**src/hw/rtl/uvs_pkg.sv**
```systemverilog
package uvs_pkg;

  localparam int MAX_DIVISIONS = 256;
  localparam int CORDIC_STEPS = 16;
  localparam int DIV_STEPS = 33;

  localparam logic signed [32:0] CORDIC_GAIN = 33'sd652032874;

  typedef enum logic [2:0] {
    CFG_RADIUS   = 3'd0,
    CFG_SECTORS  = 3'd1,
    CFG_STACKS   = 3'd2,
    CFG_CENTER_X = 3'd3,
    CFG_CENTER_Y = 3'd4,
    CFG_CENTER_Z = 3'd5
  } cfg_idx_t;

  typedef logic signed [31:0] trig_t;

  function automatic logic [31:0] atan_turn(input int i);
    logic [31:0] a;
    case (i)
      0: a = 32'd536870912;
      1: a = 32'd316933406;
      2: a = 32'd167458907;
      3: a = 32'd85004756;
      4: a = 32'd42667331;
      5: a = 32'd21354465;
      6: a = 32'd10679838;
      7: a = 32'd5340245;
      8: a = 32'd2670163;
      9: a = 32'd1335087;
      10: a = 32'd667544;
      11: a = 32'd333772;
      12: a = 32'd166886;
      13: a = 32'd83443;
      14: a = 32'd41722;
      15: a = 32'd20861;
      default: a = 32'd0;
    endcase
    return a;
  endfunction

endpackage

```
**src/hw/rtl/uvs_cordic.sv**
```systemverilog
module uvs_cordic (
  input  logic          clk,
  input  logic          rst,
  input  logic          in_valid,
  input  logic [31:0]   phase,
  input  logic [15:0]   tag_in,
  output logic          out_valid,
  output uvs_pkg::trig_t cos_out,
  output uvs_pkg::trig_t sin_out,
  output logic [15:0]   tag_out
);
  import uvs_pkg::*;

  logic               v    [0:CORDIC_STEPS];
  logic signed [32:0] x    [0:CORDIC_STEPS];
  logic signed [32:0] y    [0:CORDIC_STEPS];
  logic signed [33:0] z    [0:CORDIC_STEPS];
  logic [1:0]         quad [0:CORDIC_STEPS];
  logic [15:0]        tag  [0:CORDIC_STEPS];
  logic signed [32:0] x_next [1:CORDIC_STEPS];
  logic signed [32:0] y_next [1:CORDIC_STEPS];
  logic signed [33:0] z_next [1:CORDIC_STEPS];
  logic [1:0]         quad_in;
  logic [31:0]        resid;
  logic               v_post;
  trig_t              c_post;
  trig_t              s_post;
  logic [15:0]        tag_post;
  trig_t              c_next;
  trig_t              s_next;

  always_comb begin
    logic [31:0] shifted;
    shifted = phase + 32'h2000_0000;
    quad_in = shifted[31:30];
    resid = phase - {quad_in, 30'd0};
  end

  always_comb begin
    logic signed [32:0] dx;
    logic signed [32:0] dy;
    logic signed [33:0] da;
    for (int k = 1; k <= CORDIC_STEPS; k++) begin
      dx = y[k-1] >>> (k - 1);
      dy = x[k-1] >>> (k - 1);
      da = $signed({2'b00, atan_turn(k - 1)});
      if (z[k-1] >= 0) begin
        x_next[k] = x[k-1] - dx;
        y_next[k] = y[k-1] + dy;
        z_next[k] = z[k-1] - da;
      end else begin
        x_next[k] = x[k-1] + dx;
        y_next[k] = y[k-1] - dy;
        z_next[k] = z[k-1] + da;
      end
    end
  end

  always_comb begin
    logic signed [32:0] xf;
    logic signed [32:0] yf;
    xf = x[CORDIC_STEPS];
    yf = y[CORDIC_STEPS];
    case (quad[CORDIC_STEPS])
      2'd0: begin
        c_next = xf[31:0];
        s_next = yf[31:0];
      end
      2'd1: begin
        c_next = 32'(-yf);
        s_next = xf[31:0];
      end
      2'd2: begin
        c_next = 32'(-xf);
        s_next = 32'(-yf);
      end
      default: begin
        c_next = yf[31:0];
        s_next = 32'(-xf);
      end
    endcase
  end

  always_ff @(posedge clk) begin
    if (rst) begin
      for (int k = 0; k <= CORDIC_STEPS; k++) v[k] <= 1'b0;
      v_post <= 1'b0;
    end else begin
      v[0] <= in_valid;
      for (int k = 1; k <= CORDIC_STEPS; k++) v[k] <= v[k-1];
      v_post <= v[CORDIC_STEPS];
    end
    x[0] <= CORDIC_GAIN;
    y[0] <= 33'sd0;
    z[0] <= {{2{resid[31]}}, resid};
    quad[0] <= quad_in;
    tag[0] <= tag_in;
    for (int k = 1; k <= CORDIC_STEPS; k++) begin
      x[k] <= x_next[k];
      y[k] <= y_next[k];
      z[k] <= z_next[k];
      quad[k] <= quad[k-1];
      tag[k] <= tag[k-1];
    end
    c_post <= c_next;
    s_post <= s_next;
    tag_post <= tag[CORDIC_STEPS];
  end

  assign out_valid = v_post;
  assign cos_out = c_post;
  assign sin_out = s_post;
  assign tag_out = tag_post;

endmodule

```
**config.mk**
```make
export PLATFORM = sky130hd
export DESIGN_NAME = uvs_cordic
export DESIGN_NICKNAME = d
export VERILOG_FILES = /design/src/hw/rtl/uvs_pkg.sv /design/src/hw/rtl/uvs_cordic.sv
export SDC_FILE = /design/constraint.sdc
export NUM_CORES = 2
export LEC_CHECK = 0
export BUFFER_PORTS_ARGS = -buffer_cell sky130_fd_sc_hd__clkbuf_2
export CAP_MARGIN = 20
export CELL_PAD_IN_SITES_DETAIL_PLACEMENT = 0
export CELL_PAD_IN_SITES_GLOBAL_PLACEMENT = 1
export CORE_ASPECT_RATIO = 0.75
export CORE_MARGIN = 2
export CORE_UTILIZATION = 50
export CTS_BUF_LIST = sky130_fd_sc_hd__clkbuf_8
export DETAILED_ROUTE_END_ITERATION = 10
export PLACE_DENSITY = 0.85
export SKIP_LAST_GASP = 1
export SYNTH_ARGS = -nofsm -noshare
export SYNTH_HDL_FRONTEND = slang
export SYNTH_SLANG_ARGS = --single-unit
```
**constraint.sdc**
```tcl
create_clock -name clk -period 8.5 [get_ports clk]
set_clock_uncertainty 0.05 [all_clocks]
set_input_delay 1.7 -clock clk [delete_from_list [all_inputs] [get_ports clk]]
set_output_delay 1.7 -clock clk [all_outputs]
set_load 0.05 [all_outputs]
```
==> results by group <==
Layout
  • Area of the multi-input gates: 78,300 sq um
  • Reg area: 37,600 sq um
  • Total Nets Final: 15,332
  • Fillcell total: 21,562
  • Share of cells above drive strength 1: 6.00%
  • Area Growth Syn to Fin: 9.16%

Synth
  • Syn Area/Cell: slightly below 9 sq um
  • Synth top area share: 31.6%
  • Post-synthesis async set-or-reset flop share: 0%
  • Yosys reg bits: 1,877
  • Number of flops mapped to enable cells by yosys: 0
  • Top FF cell, synth: dfxtp_1
  • Gate Count Post-Synth: 13,557
  • Unique masters post-synth: about 110
  • Most common cell in the netlist: dfxtp_1
  • Synth top area cells: dfxtp_1, ha_1, xnor2_1, a21oi_1, xor2_1
  • Yosys warns: 0
  • Commonest cells in the netlist: dfxtp_1, ha_1, a21oi_1, xnor2_1, nor2_1
  • Sequential fraction of the synthesis area: 31.6%
  • Synthesized area: between 100,000 and 150,000 sq um
  • Area leader, netlist: dfxtp_1
  • Mapped Nets: ~15,000

Placed design
  • GPL Wtd Cong: 0.948
  • # port buffers: 131
  • DP HPWL: approximately 280,000 microns

Clock tree
  • Post-CTS sizing: 0
  • Clock root buffer: clkbuf_8
  • Clk_lat worst skew: 0.98 ns
  • Postcts setup bufs: 0
  • H-tree depth: 5
  • Clk buf depth: 4
  • CTS Buf Count: 311
  • Hold-fix buffers, CTS: 0
  • Clock slew at reported path FFs: 0.06 ns
  • Clk sinks: between 1,500 and 2,000
  • CTS tree: done

STA
  • Maximum clock rate: 148 MHz
  • Worst hold margin: 0.249 ns
  • Fin. Hold Viols: 0
  • Worst slew margin: 19.7%
  • Unrepaired setup endpoints after global routing: no
  • Period utilization: 79.5%
  • Slew Limit Fails: 0
  • Final setup fails: 0
  • Slew of the pin with the lowest slew margin: about 1.2 ns
  • Crit path time final: 6.76 ns
  • Fin Setup TNS: 0 ns

Routing
  • Antenna viol nets, final: 0
  • WL final: between 300,000 and 400,000 microns
  • Residual DRC: 0
  • DR WL/cell: about 20 microns
  • Vias per cell: 5.88
  • Vias: a little over 100k
  • Initial DRC count: 9,171
  • Drt pass-1 iters: 6

Die
  • Initial core utilization: about half
  • Die ar.: 242,000 sq um
  • Die height: 426 microns
  • CORE AREA: ~240,000 sq um
  • Std cell rows: 154
  • Chip Width: 567 microns
  • Ports: 132

Critical path
  • Worst setup path class: flip-flop to flip-flop
  • Startpoint type of the worst setup path: flip-flop
  • FF-to-FF Start: z[0][203]
  • Largest fanout on the critical path: 27
  • Worst Setup End Kind: flip-flop
  • CP required: between 9 and 10 ns
  • Crit. Startpoint: z[0][203]
  • CP arrival: 7.61 ns

GRT
  • Total grt overflow: 0
  • First-pass GRT wire length: 534,000 microns
  • Gr usage total: 27.4%
  • Via count of the first global-routing pass: 94,291
  • Antenna violations before repair: 8
  • Largest net degree at the start of global routing: 122

Worst hold path
  • Hold_sp: quad[3][0]
  • Hold crit path type: flip-flop to flip-flop

Job
  • Max Cap Viol: 0

Outcome
  • Status: completed
## state kept, by name (all words and copies together) (netlist names)
name and flops:
z 509, y 495, x 469, tag 272
quad 34, cos_out 32, sin_out 32, v 17
tag_out 16, out_valid 1
## per-stage QoR
step | util [%] | cells | worst slack [ns] | cell area (sq um)
6_report | 55.0 | 17208 | 1.74 | 130000
3_3_place_gp | 52.2 | 16657 | 2.09 | 123000
5_1_grt | 55.0 | 17207 | 1.29 | 130000
4_1_cts | 55.0 | 17203 | 1.95 | 130000
3_5_place_dp | 52.2 | 16657 | 2.00 | 123000
2_1_floorplan | - | 13557 | 3.04 | 119000
## cell usage in the layout (no fill, tap or decap), types with 32 or more instances in the layout
cell type	n
a31oi_1	117
buf_4	44
a21boi_0	57
and2_1	57
nand2_1	744
or4_1	79
clkinv_2	44
or2_2	44
nor2b_1	213
ha_1	1383
a31o_2	33
nor4_1	155
a21oi_1	1214
and3_1	89
o21ai_0	797
mux2i_1	51
nand3_1	228
a21o_1	599
xor2_1	627
nand4_1	104
nor4b_1	32
nor2_1	1041
a211oi_1	123
clkbuf_2	131
xnor2_1	1213
inv_1	676
and4_1	42
nand2b_1	196
or3_1	89
clkbuf_8	387
o31a_1	35
o21a_1	245
o21bai_1	142
o31ai_1	212
dfxtp_1	1875
nor3_1	297
fa_1	45
o41ai_1	75
o211ai_1	51
## final cells by class
cell class	instances	area share (%)
Clock buffer	387	4.11
Multi-Input combinational cell	10868	60.3
Antenna cell	2	0.00386
Inverter	617	1.79
Sequential cell	1877	29.0
Timing Repair Buffer	178	0.797
Clock inverter	159	0.993
Tap cell	3120	3.01
## routing by layer
metal,part of all wire [%],vias up,track usage [%]
met4,2.0,0,6.32
li1,-,49510,-
met5,0,-,0
met2,38,3438,37.6
met1,52,47711,43.7
met3,7.8,464,4.27
## critical path, stage by stage (launching register included)
cell,delay (ns)
dfxtp_1,0.32
inv_1,0.13
ha_1,0.18
nor4b_1,0.24
nand4_1,0.13
nor4_1,0.23
and4_1,0.30
nor2_4,0.05
inv_1,0.71
buf_4,0.48
a21oi_1,0.09
xor2_1,0.16
ha_1,0.34
o21ai_0,0.14
a221oi_1,0.20
o311ai_0,0.99
a31oi_1,0.38
o21ai_0,0.76
o2111ai_1,0.27
a21o_1,0.21
a21oi_1,0.17
xnor2_1,0.14
## cell families (layout without fill, tap and decap cells)
group / count (synthesis) / in the layout / synth area share (%)
muxes: 79 / 79 / 0.714
and+or+nand+nor: 3524 / 3524 / 14.7
DFF: 1877 / 1877 / 31.6
adders and majority gates: 1428 / 1428 / 15.3
buffers and inverters: 812 / 1341 / 2.58
xor gates and xnor gates: 1842 / 1842 / 13.6
AOI/OAI and AO/OA: 3994 / 3994 / 21.5
other: 1 / 3 / 0.00316
## final timing paths
check / end / slack [ns] / cells past startpoint
worst min register to register: quad[4][0] / 0.25 / 0
worst max register to register: y[0][228] / 1.74 / 21
worst max-delay path: y[0][228] / 1.74 / 21
worst min-delay path: quad[4][0] / 0.25 / 0
Power is left out: the tool's default activity adds up to more than one toggle a clock period on the data nets, which glitch-free logic cannot reach.
