==> config.mk <==
export PLATFORM = sky130hd
export DESIGN_NAME = uvs_div
export DESIGN_NICKNAME = d
export VERILOG_FILES = /design/src/hw/rtl/uvs_pkg.sv /design/src/hw/rtl/uvs_div.sv
export SDC_FILE = /design/constraint.sdc
export NUM_CORES = 1
export LEC_CHECK = 0
export BUFFER_PORTS_ARGS = -buffer_cell sky130_fd_sc_hd__buf_2
export CAP_MARGIN = 10
export CORE_MARGIN = 4
export CORE_UTILIZATION = 30
export DETAILED_ROUTE_END_ITERATION = 12
export GPL_ROUTABILITY_DRIVEN = 0
export PLACE_DENSITY = 0.54
export SLEW_MARGIN = 0
export SYNTH_ARGS = -nofsm -noshare
export SYNTH_HDL_FRONTEND = slang
export SYNTH_SLANG_ARGS = --single-unit
==> constraint.sdc <==
create_clock -name clk -period 8.05 [get_ports clk]
set_input_delay 0 -clock clk [delete_from_list [all_inputs] [get_ports clk]]
set_output_delay 0 -clock clk [all_outputs]
set_load 0.05 [all_outputs]
==> src/hw/rtl/uvs_pkg.sv <==
package uvs_pkg;

  localparam int MAX_DIVISIONS = 256;
  localparam int CORDIC_STEPS = 16;
  localparam int DIV_STEPS = 33;

  localparam logic signed [32:0] CORDIC_GAIN = 33'sd652032874;

  typedef enum logic [2:0] {
    CFG_RADIUS   = 3'd0,
    CFG_SECTORS  = 3'd1,
    CFG_STACKS   = 3'd2,
    CFG_CENTER_X = 3'd3,
    CFG_CENTER_Y = 3'd4,
    CFG_CENTER_Z = 3'd5
  } cfg_idx_t;

  typedef logic signed [31:0] trig_t;

  function automatic logic [31:0] atan_turn(input int i);
    logic [31:0] a;
    case (i)
      0: a = 32'd536870912;
      1: a = 32'd316933406;
      2: a = 32'd167458907;
      3: a = 32'd85004756;
      4: a = 32'd42667331;
      5: a = 32'd21354465;
      6: a = 32'd10679838;
      7: a = 32'd5340245;
      8: a = 32'd2670163;
      9: a = 32'd1335087;
      10: a = 32'd667544;
      11: a = 32'd333772;
      12: a = 32'd166886;
      13: a = 32'd83443;
      14: a = 32'd41722;
      15: a = 32'd20861;
      default: a = 32'd0;
    endcase
    return a;
  endfunction

endpackage

==> src/hw/rtl/uvs_div.sv <==
module uvs_div (
  input  logic        clk,
  input  logic        rst,
  input  logic        in_valid,
  input  logic [8:0]  idx,
  input  logic [9:0]  divisor,
  output logic        out_valid,
  output logic [32:0] quot
);
  import uvs_pkg::*;

  logic        v [0:DIV_STEPS-1];
  logic [9:0]  r [0:DIV_STEPS-1];
  logic [32:0] q [0:DIV_STEPS-1];
  logic [9:0]  r_next [0:DIV_STEPS-1];
  logic [32:0] q_next [0:DIV_STEPS-1];

  always_comb begin
    logic        ge;
    logic [10:0] t;
    ge = ({1'b0, idx} >= divisor);
    r_next[0] = ge ? ({1'b0, idx} - divisor) : {1'b0, idx};
    q_next[0] = {32'd0, ge};
    for (int k = 1; k < DIV_STEPS; k++) begin
      t = {r[k-1], 1'b0};
      ge = (t >= {1'b0, divisor});
      if (ge) begin
        r_next[k] = 10'(t - {1'b0, divisor});
      end else begin
        r_next[k] = t[9:0];
      end
      q_next[k] = {q[k-1][31:0], ge};
    end
  end

  always_ff @(posedge clk) begin
    if (rst) begin
      for (int k = 0; k < DIV_STEPS; k++) v[k] <= 1'b0;
    end else begin
      v[0] <= in_valid;
      for (int k = 1; k < DIV_STEPS; k++) v[k] <= v[k-1];
    end
    for (int k = 0; k < DIV_STEPS; k++) begin
      r[k] <= r_next[k];
      q[k] <= q_next[k];
    end
  end

  assign out_valid = v[DIV_STEPS-1];
  assign quot = q[DIV_STEPS-1];

endmodule

==> results of run 1 <==
-- layout by cell type (no fill, tap or decap), drive strengths merged, types with 27 or more instances in the layout --
| cell type | synthesis | final |
|---|---|---|
| nor2 | 132 | 132 |
| o32a | 29 | 29 |
| a31oi | 33 | 33 |
| ha | 328 | 328 |
| a21oi | 113 | 113 |
| nand4 | 34 | 34 |
| a41oi | 29 | 29 |
| o21bai | 61 | 61 |
| nand3 | 62 | 62 |
| inv | 55 | 66 |
| xor2 | 60 | 60 |
| xnor2 | 155 | 155 |
| nand2 | 39 | 39 |
| o31ai | 29 | 29 |
| dfxtp | 914 | 914 |
| nor3 | 36 | 36 |
| a211o | 30 | 30 |
| clkbuf | 7 | 133 |
| mux2i | 60 | 60 |
| mux2 | 282 | 282 |
| o21ai | 166 | 166 |
| nor2b | 90 | 90 |
| nand2b | 66 | 66 |
| a21o | 60 | 60 |
| o31a | 32 | 32 |
| clkinv | 0 | 28 |
| o21a | 34 | 34 |
| a211oi | 68 | 68 |
| buf | 65 | 67 |
| or4b | 27 | 27 |
| fa | 32 | 32 |
-- sequential cells by signal, indices dropped and copies added, names as in the netlist --
register	count
q	561
r	320
v	33
-- Yosys cell counts, types with 5 or more instances --
library cell | count | share of area, %
nand4_1 | 34 | 0.57
a211o_1 | 30 | 0.71
o21ai_0 | 164 | 2.2
a21o_1 | 60 | 1.2
nand2_1 | 39 | 0.39
o21a_1 | 34 | 0.69
o32a_1 | 29 | 0.78
inv_1 | 55 | 0.56
mux2_2 | 280 | 8.5
o21bai_1 | 61 | 1.2
xnor2_1 | 155 | 3.7
nand3_1 | 62 | 0.84
nor2b_1 | 90 | 1.5
o31ai_1 | 29 | 0.59
o31a_1 | 32 | 0.76
xor2_1 | 60 | 1.4
or4b_2 | 27 | 0.73
nor3_1 | 36 | 0.49
a211oi_1 | 67 | 1.4
a31oi_1 | 33 | 0.56
or4_1 | 5 | 0.10
mux2i_1 | 60 | 1.6
buf_2 | 5 | 0.067
fa_1 | 32 | 1.7
buf_4 | 42 | 0.85
a21oi_1 | 113 | 1.5
nand2b_1 | 66 | 1.1
clkbuf_1 | 7 | 0.071
ha_1 | 328 | 11
dfxtp_1 | 914 | 49
nor2_1 | 132 | 1.3
buf_6 | 18 | 0.55
o211ai_1 | 9 | 0.18
a41oi_2 | 27 | 1.2
-- report_power, final --
group          internal (mW)  switching (mW)
clock network           2.92            1.93
registers               6.62           0.746
logic                   4.25            4.21
-- through the flow --
step / total power [mW] / area (µm²) / setup slack, ns / instances / utilization, %
final: 20.7 / 42800 / 4.71 / 4993 / 35.0
after CTS: 21.0 / 42800 / 4.74 / 4993 / 35.0
after floorplan: 14.4 / 37100 / 3.57 / 3158 / -
after global routing: 22.3 / 42800 / 4.52 / 4993 / 35.0
after global placement: 15.8 / 38900 / 4.05 / 4778 / 31.8
after detailed placement: 15.9 / 38900 / 4.03 / 4778 / 31.8
-- routing by layer --
layer  wire length [µm]  track usage [%]
met1              34500             14.5
met2              31100             17.2
met3               3100             2.32
met4               2080             4.38
met5                  0                0
-- timing repair --
item / in CTS / in global routing
buffers inserted: 0 / 0
endpoints found under the hold margin: 47 / 0
hold buffers: 24 / 0
-- worst max path at each step --
stage | startpoint | endpoint | slack [ns] | cells past startpoint
floorplan | divisor[0] | r[0][291] | 3.57 | 9
global placement | divisor[1] | r[0][288] | 4.05 | 10
detailed placement | divisor[1] | r[0][284] | 4.03 | 10
CTS | divisor[0] | r[0][248] | 4.74 | 11
global route | divisor[0] | r[0][248] | 4.52 | 11
finish | divisor[0] | r[0][248] | 4.71 | 11
-- critical path: stages --
cell           delay [ns]
dlygate4sd3_1        0.52
buf_2                0.26
buf_4                0.48
inv_4                0.44
buf_4                0.48
fa_1                 0.56
a211oi_1             0.36
o21bai_1             0.15
a31oi_1              0.22
xnor2_1              0.08
mux2_2               0.25
-- area by class of cell --
cell class / instances / area (µm²)
tap: 1625 / 2030
fill: 12169 / 79600
multi-input combinational: 2117 / 18000
inverter: 55 / 210
sequential: 914 / 18300
timing repair buffer: 91 / 606
clock buffer: 133 / 2870
clock inverter: 58 / 722
-- kinds of logic (layout without fill, tap and decap cells) --
| kind of cell | Yosys count | count (layout) |
|---|---|---|
| muxes | 342 | 342 |
| DFF | 914 | 914 |
| xor gates and xnor gates | 215 | 215 |
| buffers and inverters | 127 | 337 |
| and+or+nand+nor | 499 | 499 |
| AOI/OAI and AO/OA | 701 | 701 |
| adders and majority gates | 360 | 360 |
==> metrics.cfg, run 1 <==
[run_status]
run_status=finished clean

[yosys]
synth_edf_count=0
syn_area_um2=37100
synth_fa_ha_area_share_pct=12.8
syn_area_per_cell_um2=11.7
synth_xor_xnor_area_share_pct=5.08
synth_compound_area_share_pct=13.3
async_flop_share_pct=0
syn_nets=3540
synth_top_family_by_area=compound AO/OA/AOI/OAI gates
synthDistinctLibCells=51
synthFlopType=dfxtp_1
ys_seq_area_share_pct=49.3
yosysWarnings=0
synthMuxAreaShare_pct=10.2
synthSimpleGateAreaFrac_pct=7.24
synth_cells=3158
ys_seq_elements=914

[global_route]
antenna_found_initial=0
gr-total-overflow=0
gr-usage-all-layers_pct=10.9
grt_pass1_vias=23078
grt_max_degree=57
grt_pass1_wl_mm=118

[routing]
vias_per_cell=4.64
first_pass_iters=4
post-route-drc-count=0
totalWireLength_mm=70.9
ant_nets=0
vias=23149
first_iter_violations=957
wl_per_cell_um=14.2

[timing]
finalClockSkew_ns=0.0477
relSlewSlack_pct=22.9
maxSlewViolCount=0
hold_viol_final=0
period_needed_ns=3.34
whs_ns=0.210
tns_ns=0
tightestPinTransition_ns=1.14
setup_viol=0
fmax_mhz=300
rsz0062_at_grt=false
min_period_over_period_pct=41.5

[cts]
htree_levels=3
cts_root_buf=clkbuf_16
tritoncts=done
cts_buffer_depth=3
cts_resized=0
cts_buffers=103
cts.sinks=914
clk_pin_slew_ns=0.06
clock_latency_ns=0.71

[power]
p_leak_nw=17.4
peakVddDrop_mv=0.218
power_density_nw_per_um2=483

[min_path]
min_path_cells=4
min_from=idx[8]
min_path_type=input port to flop
min_to=r[0][8]

[setup_path]
rr_worst_depth=6
reg2reg_from=r[0][70]
crit_path_start_kind=input port
path_max_fanout=56
rr_endpoint=r[0][89]
r2r_setup_slack_ns=5.14
crit_type=input port to flop
worst_setup_path_end_kind=flop
cp.required_ns=8.62
crit_arrival_ns=3.91

[die]
dieWidth_um=360
rows=128
coreArea_um2=122000
die-area_um2=129000
die-height_um=360
initial_core_util_pct=30.3
top_level_ports=56

[layout]
area_growth_pct=15.3
final_nets=3664
drive_above_1_share_pct=17.6
num_antenna_cells=0

[placed_design]
hpwlAfterDp_mm=45.3
port_buffers=55

[run]
maxCapViolCount=0

Note: power is estimated with default switching activity, not from simulation.
==> inputs of run 2 (changes only) <==
clock period = 3.2 ns   (was 8.05 ns; I/O delays follow)
==> run 2 against run 1 <==
  * Sequential cell count stayed put
  * Routed wire length is 0.84% higher
  * Combinational power rose to 2.6 times the previous value
  * Total power rose to 2.6 times the previous value
  * Die area did not move
  * Final area is 1.6% higher
  * Non-clock buffer count grew 46
  * Critical path depth down 1
  * Hold slack got worse by 0.10 ns
==> metrics.cfg, run 2 (same netlist as run 1, synthesis figures left out) <==
[run_status]
run_status=finished clean  ; unchanged

[timing]
rsz0062_at_grt=false  ; unchanged
fmax_mhz=326
finalClockSkew_ns=0.0351  ; was 0.0477 ns
tightestPinTransition_ns=0.616  ; was 1.14 ns
hold_viol_final=0  ; unchanged
period_needed_ns=3.07
maxSlewViolCount=0  ; unchanged
setup_viol=0  ; unchanged
relSlewSlack_pct=58.9  ; was 22.9%
tns_ns=0  ; unchanged
min_period_over_period_pct=96.0

[setup_path]
rr_worst_depth=7  ; was 6
worst_setup_path_end_kind=flop  ; unchanged
path_max_fanout=9  ; was 56
rr_endpoint=r[0][43]  ; was r[0][89]
crit_arrival_ns=3.62  ; was 3.91 ns
reg2reg_from=r[0][30]  ; was r[0][70]
cp.required_ns=3.75  ; was 8.62 ns
r2r_setup_slack_ns=0.68  ; was 5.14 ns
crit_path_start_kind=input port  ; unchanged
crit_type=input port to flop  ; unchanged

[power]
pwr-share-comb_pct=40.9  ; about the same
netSwitchingFraction_pct=32.9  ; was 33.3%
p_int_mw=35.5  ; was 13.8 mW
seqPwrFrac_pct=35.0  ; was 35.6%
peakVddDrop_mv=0.567  ; was 0.218 mV
pwr-share-clk_pct=24.0  ; was 23.5%
p_leak_nw=17.8  ; was 17.4 nW
p_switching_mw=17.4  ; was 6.88 mW
power_density_nw_per_um2=1220  ; was 483 nW/µm²

[die]
dieWidth_um=360  ; unchanged
top_level_ports=56  ; unchanged
die-area_um2=129000  ; unchanged
rows=128  ; unchanged
initial_core_util_pct=30.3  ; unchanged
coreArea_um2=122000  ; unchanged
die-height_um=360  ; unchanged

[min_path]
min_path_cells=5  ; was 4
min_path_type=input port to flop  ; unchanged
min_to=r[0][201]  ; was r[0][8]
min_from=divisor[1]  ; was idx[8]

[cts]
cts_root_buf=clkbuf_16  ; unchanged
cts.sinks=914  ; unchanged
cts_buffers=105  ; was 103
tritoncts=done  ; unchanged
clock_latency_ns=0.69  ; was 0.71 ns
htree_levels=3  ; unchanged
cts_buffer_depth=3  ; unchanged
clk_pin_slew_ns=0.06  ; about the same

[global_route]
gr-total-overflow=0  ; unchanged
antenna_found_initial=0  ; unchanged
grt_pass1_vias=22911  ; was 23.1k
grt_max_degree=61  ; was 57
grt_pass1_wl_mm=118  ; about the same
gr-usage-all-layers_pct=10.8  ; was 10.9%

[routing]
totalWireLength_mm=71.5  ; was 70.9 mm
first_pass_iters=7  ; was 4
first_iter_violations=990  ; was 957
ant_nets=0  ; unchanged
wl_per_cell_um=14.2  ; about the same
vias_per_cell=4.62  ; was 4.64
post-route-drc-count=0  ; unchanged
vias=23295  ; was 23.1k

[layout]
largest_reg_flops=561  ; unchanged
final_nets=3712  ; was 3664
num_antenna_cells=0  ; unchanged
regMostFlops=q  ; unchanged
area_growth_pct=17.1  ; was 15.3%
drive_above_1_share_pct=18.9  ; was 17.6%
reg.largest.list=q (561), r (320), v (33)  ; unchanged
fin_cells=5045  ; was 4993
layout_common_cells=914 x dfxtp_1, 328 x ha_1, 280 x mux2_2, 164 x o21ai_0, 155 x xnor2_1  ; unchanged
layout_commonest_cell=dfxtp_1  ; unchanged
final_util_pct=35.5  ; was 35.0%

[placed_design]
port_buffers=55  ; unchanged
hpwlAfterDp_mm=47.9  ; was 45.3 mm
post-place-cells=4825  ; was 4778

[run]
maxCapViolCount=0  ; unchanged

==> run 2: stage by stage <==
step | instance area, µm² | hold WS (ns) | total power [mW] | setup slack [ns]
floorplan | 37100 | 0.0716 | 36.3 | -0.177
global placement | 39400 | 0.218 | 40.1 | 0.429
detailed placement | 39400 | 0.227 | 40.3 | 0.428
CTS | 43400 | 0.0699 | 53.6 | 0.185
global route | 43400 | 0.104 | 56.9 | 0.0116
finish | 43400 | 0.106 | 52.9 | 0.129
==> run 2: cell type report <==
| type | count | area (µm²) |
|---|---|---|
| clock inverter | 58 | 774 |
| inverter | 55 | 213 |
| tap | 1625 | 2030 |
| multi-input combinational | 2117 | 18000 |
| timing repair buffer | 137 | 1090 |
| fill | 12067 | 78900 |
| sequential | 914 | 18300 |
| clock buffer | 139 | 3020 |
==> run 2: worst max path at each step <==
| stage | startpoint | to | slack, ns |
|---|---|---|---|
| detailed placement | divisor[1] | r[0][194] | 0.43 |
| global route | divisor[0] | r[0][4] | 0.01 |
| finish | divisor[0] | r[0][4] | 0.13 |
| CTS | divisor[0] | r[0][4] | 0.18 |
| floorplan | divisor[1] | r[0][281] | -0.18 |
| global placement | divisor[1] | r[0][196] | 0.43 |
==> run 2: critical path: stages <==
cell and delay [ns]:
dlygate4sd3_1 0.56, buf_2 0.23, ha_1 0.25, fa_1 0.40
nand2b_1 0.21, a21oi_1 0.18, o21bai_1 0.21, a211oi_4 0.61
mux2_2 0.39, dlygate4sd3_1 0.56
==> run 2: metal layers <==
layer / GRT usage (%) / wire length [µm] / vias to the layer above
li1: - / - / 11867
met1: 14.6 / 34900 / 10948
met2: 17.3 / 31600 / 345
met3: 2.14 / 3000 / 135
met4: 4.06 / 1960 / 0
met5: 0 / 0 / -
==> run 2: power by group through the flow <==
stage | Clock, mW | Sequential, mW | Combinational, mW
after floorplan | 0 | 18.0 | 18.4
after global placement | 0 | 18.9 | 21.3
after detailed placement | 0 | 18.8 | 21.5
after CTS | 13.3 | 18.6 | 21.7
after global routing | 13.7 | 19.1 | 24.2
final | 12.7 | 18.5 | 21.6
==> run 2: repair_timing <==
| action | CTS | global route |
|---|---|---|
| gates resized for setup | 0 | 0 |
| hold buffers | 23 | 0 |
| hold endpoints to repair | 55 | 0 |
| setup buffers | 0 | 0 |
==> inputs of run 3 (changes only) <==
CTS_BUF_LIST = sky130_fd_sc_hd__clkbuf_8   (was not set)
==> run 3 against run 2 <==
  * Global-route usage is 0.30 points higher
  * Final area is 0.21% lower
  * Sequential cell count stayed put
  * Utilization is 0.076 points lower
  * Combinational power hardly changed
  * Hold slack better by 0.0091 ns
  * Sequential power hardly changed
  * Non-clock buffer count is 18 higher
  * Clock skew is 0.022 ns higher
  * Critical path depth is 2 higher
==> metrics.cfg, run 3 (same netlist as run 1, synthesis figures left out) <==
[run_status]
run_status=finished clean  ; unchanged

[setup_path]
path_max_fanout=8  ; was 9
cp_top_family=buffers and inverters  ; unchanged
cp.required_ns=3.90  ; was 3.75 ns
cpMostUsedCell=dlygate4sd3_1  ; unchanged
rr_endpoint=r[0][174]  ; was r[0][43]
crit_arrival_ns=3.64  ; was 3.62 ns
cp_slowest_stage_delay_ns=0.55  ; was 0.61 ns
r2r_setup_slack_ns=0.69  ; was 0.68 ns
reg2reg_from=r[0][160]  ; was r[0][30]
crit_type=input port to flop  ; unchanged
crit_path_cell_trace=dlygate4sd3_1 -> buf_2 -> dlygate4sd3_1 -> inv_1 -> fa_1 -> nand2b_1 -> a21oi_1 -> o21bai_1 -> a211oi_4 -> buf_12 -> mux2_2 -> dlygate4sd3_1  ; was dlygate4sd3_1 -> buf_2 -> ha_1 -> fa_1 -> nand2b_1 -> a21oi_1 -> o21bai_1 -> a211oi_4 -> mux2_2 -> dlygate4sd3_1
crit_buf_inv=6  ; was 3
crit_path_start_kind=input port  ; unchanged
worst_setup_path_end_kind=flop  ; unchanged
rr_worst_depth=7  ; unchanged
slowest_stage=dlygate4sd3_1  ; was a211oi_4
worst-path-stages=12  ; was 10

[timing]
relSlewSlack_pct=59.7  ; was 58.9%
fmax_mhz=340  ; was 326 MHz
setup_viol=0  ; unchanged
rsz0062_at_grt=false  ; unchanged
period_needed_ns=2.94  ; was 3.07 ns
tns_ns=0  ; unchanged
timing.final.ws_setup_ns=0.261  ; was 0.129 ns
finalClockSkew_ns=0.0568  ; was 0.0351 ns
hold_viol_final=0  ; unchanged
min_period_over_period_pct=91.8  ; was 96.0%
maxSlewViolCount=0  ; unchanged
whs_ns=0.115  ; was 0.106 ns
tightestPinTransition_ns=0.605  ; was 0.616 ns

[global_route]
grt_max_degree=61  ; unchanged
gr-total-overflow=0  ; unchanged
grt_pass1_vias=23486  ; was 22.9k
gr-usage-all-layers_pct=11.1  ; was 10.8%
antenna_found_initial=1  ; was 0
grt_pass1_wl_mm=119  ; was 118 mm

[die]
coreArea_um2=122000  ; unchanged
dieWidth_um=360  ; unchanged
top_level_ports=56  ; unchanged
die-area_um2=129000  ; unchanged
rows=128  ; unchanged
initial_core_util_pct=30.3  ; unchanged
die-height_um=360  ; unchanged

[layout]
layout_commonest_cell=dfxtp_1  ; unchanged
regMostFlops=q  ; unchanged
reg.largest.list=q (561), r (320), v (33)  ; unchanged
final_nets=3788  ; was 3712
largest_reg_flops=561  ; unchanged
drive_above_1_share_pct=20.4  ; was 18.9%
final_util_pct=35.4  ; was 35.5%
stdcell_area_um2=43400  ; about the same
layout_common_cells=914 x dfxtp_1, 328 x ha_1, 280 x mux2_2, 211 x clkbuf_8, 164 x o21ai_0  ; was 914 x dfxtp_1, 328 x ha_1, 280 x mux2_2, 164 x o21ai_0, 155 x xnor2_1
fin_cells=5161  ; was 5045
area_growth_pct=16.9  ; was 17.1%

[routing]
post-route-drc-count=0  ; unchanged
first_iter_violations=964  ; was 990
vias_per_cell=4.61  ; was 4.62
ant_nets=0  ; unchanged
totalWireLength_mm=72.8  ; was 71.5 mm
first_pass_iters=5  ; was 7
wl_per_cell_um=14.1  ; was 14.2 µm
vias=23770  ; was 23.3k

[power]
total_power_mw=51.6  ; was 52.9 mW
peakVddDrop_mv=0.538  ; was 0.567 mV
p_leak_nw=18.0  ; was 17.8 nW
power_density_nw_per_um2=1190  ; was 1220 nW/µm²

[placed_design]
pre_cts_ws_ns=0.428  ; unchanged
dpl_cell_area_um2=39400  ; unchanged
port_buffers=55  ; unchanged
post-place-cells=4825  ; unchanged
hpwlAfterDp_mm=47.9  ; unchanged

[min_path]
min_path_type=input port to flop  ; unchanged
min_from=divisor[7]  ; was divisor[1]
min_to=r[0][9]  ; was r[0][201]
min_path_cells=4  ; was 5

[cts]
tritoncts=done  ; unchanged
htree_levels=4  ; was 3
cts_root_buf=clkbuf_8  ; was clkbuf_16
cts_buffer_depth=3  ; unchanged
cts.sinks=914  ; unchanged
cts_buffers=163  ; was 105
clk_pin_slew_ns=0.06  ; about the same
clock_latency_ns=0.87  ; was 0.69 ns

[run]
maxCapViolCount=0  ; unchanged

[run 3: routing by layer]
metal / global-route usage (%) / up-vias / routed length, µm
li1: - / 12049 / -
met1: 14.5 / 11132 / 34900
met2: 17.2 / 421 / 31900
met3: 3.33 / 168 / 3840
met4: 4.66 / 0 / 2100
met5: 0 / - / 0
[run 3: worst max-delay path by stage]
stage          startpoint        end  slack [ns]
2_1_floorplan  divisor[1]  r[0][281]       -0.18
3_3_place_gp   divisor[1]  r[0][196]        0.43
3_5_place_dp   divisor[1]  r[0][194]        0.43
4_1_cts            idx[1]    r[0][4]        0.15
5_1_grt            idx[1]    r[0][4]        0.20
6_report           idx[1]    r[0][4]        0.26
[run 3: power breakdown]
part	total (mW)	internal (mW)	switching, mW
Sequential	18.5	16.7	1.88
Clock	11.3	6.45	4.90
Combinational	21.7	11.0	10.7
[run 3: final cells by class]
cell class	count	area (µm²)
flip-flops and latches	914	18300
well taps	1625	2030
fillers	12146	79000
clock inverters	83	607
multi-input cells	2117	18000
repair buffers	155	1270
clock buffers	211	2900
diodes	1	2.50
inverters	55	213
[run 3: what timing repair did]
item | in CTS | in global routing
hold buffers | 39 | 0
setup endpoints to repair | 0 | 5
setup buffers | 0 | 2
gates resized for setup | 0 | 0
hold endpoints to repair | 117 | 0
[run 3: worst min-delay path: stages]
cell and delay, ns:
buf_2 0.10, inv_2 0.42, ha_1 0.32, nor4b_1 0.07
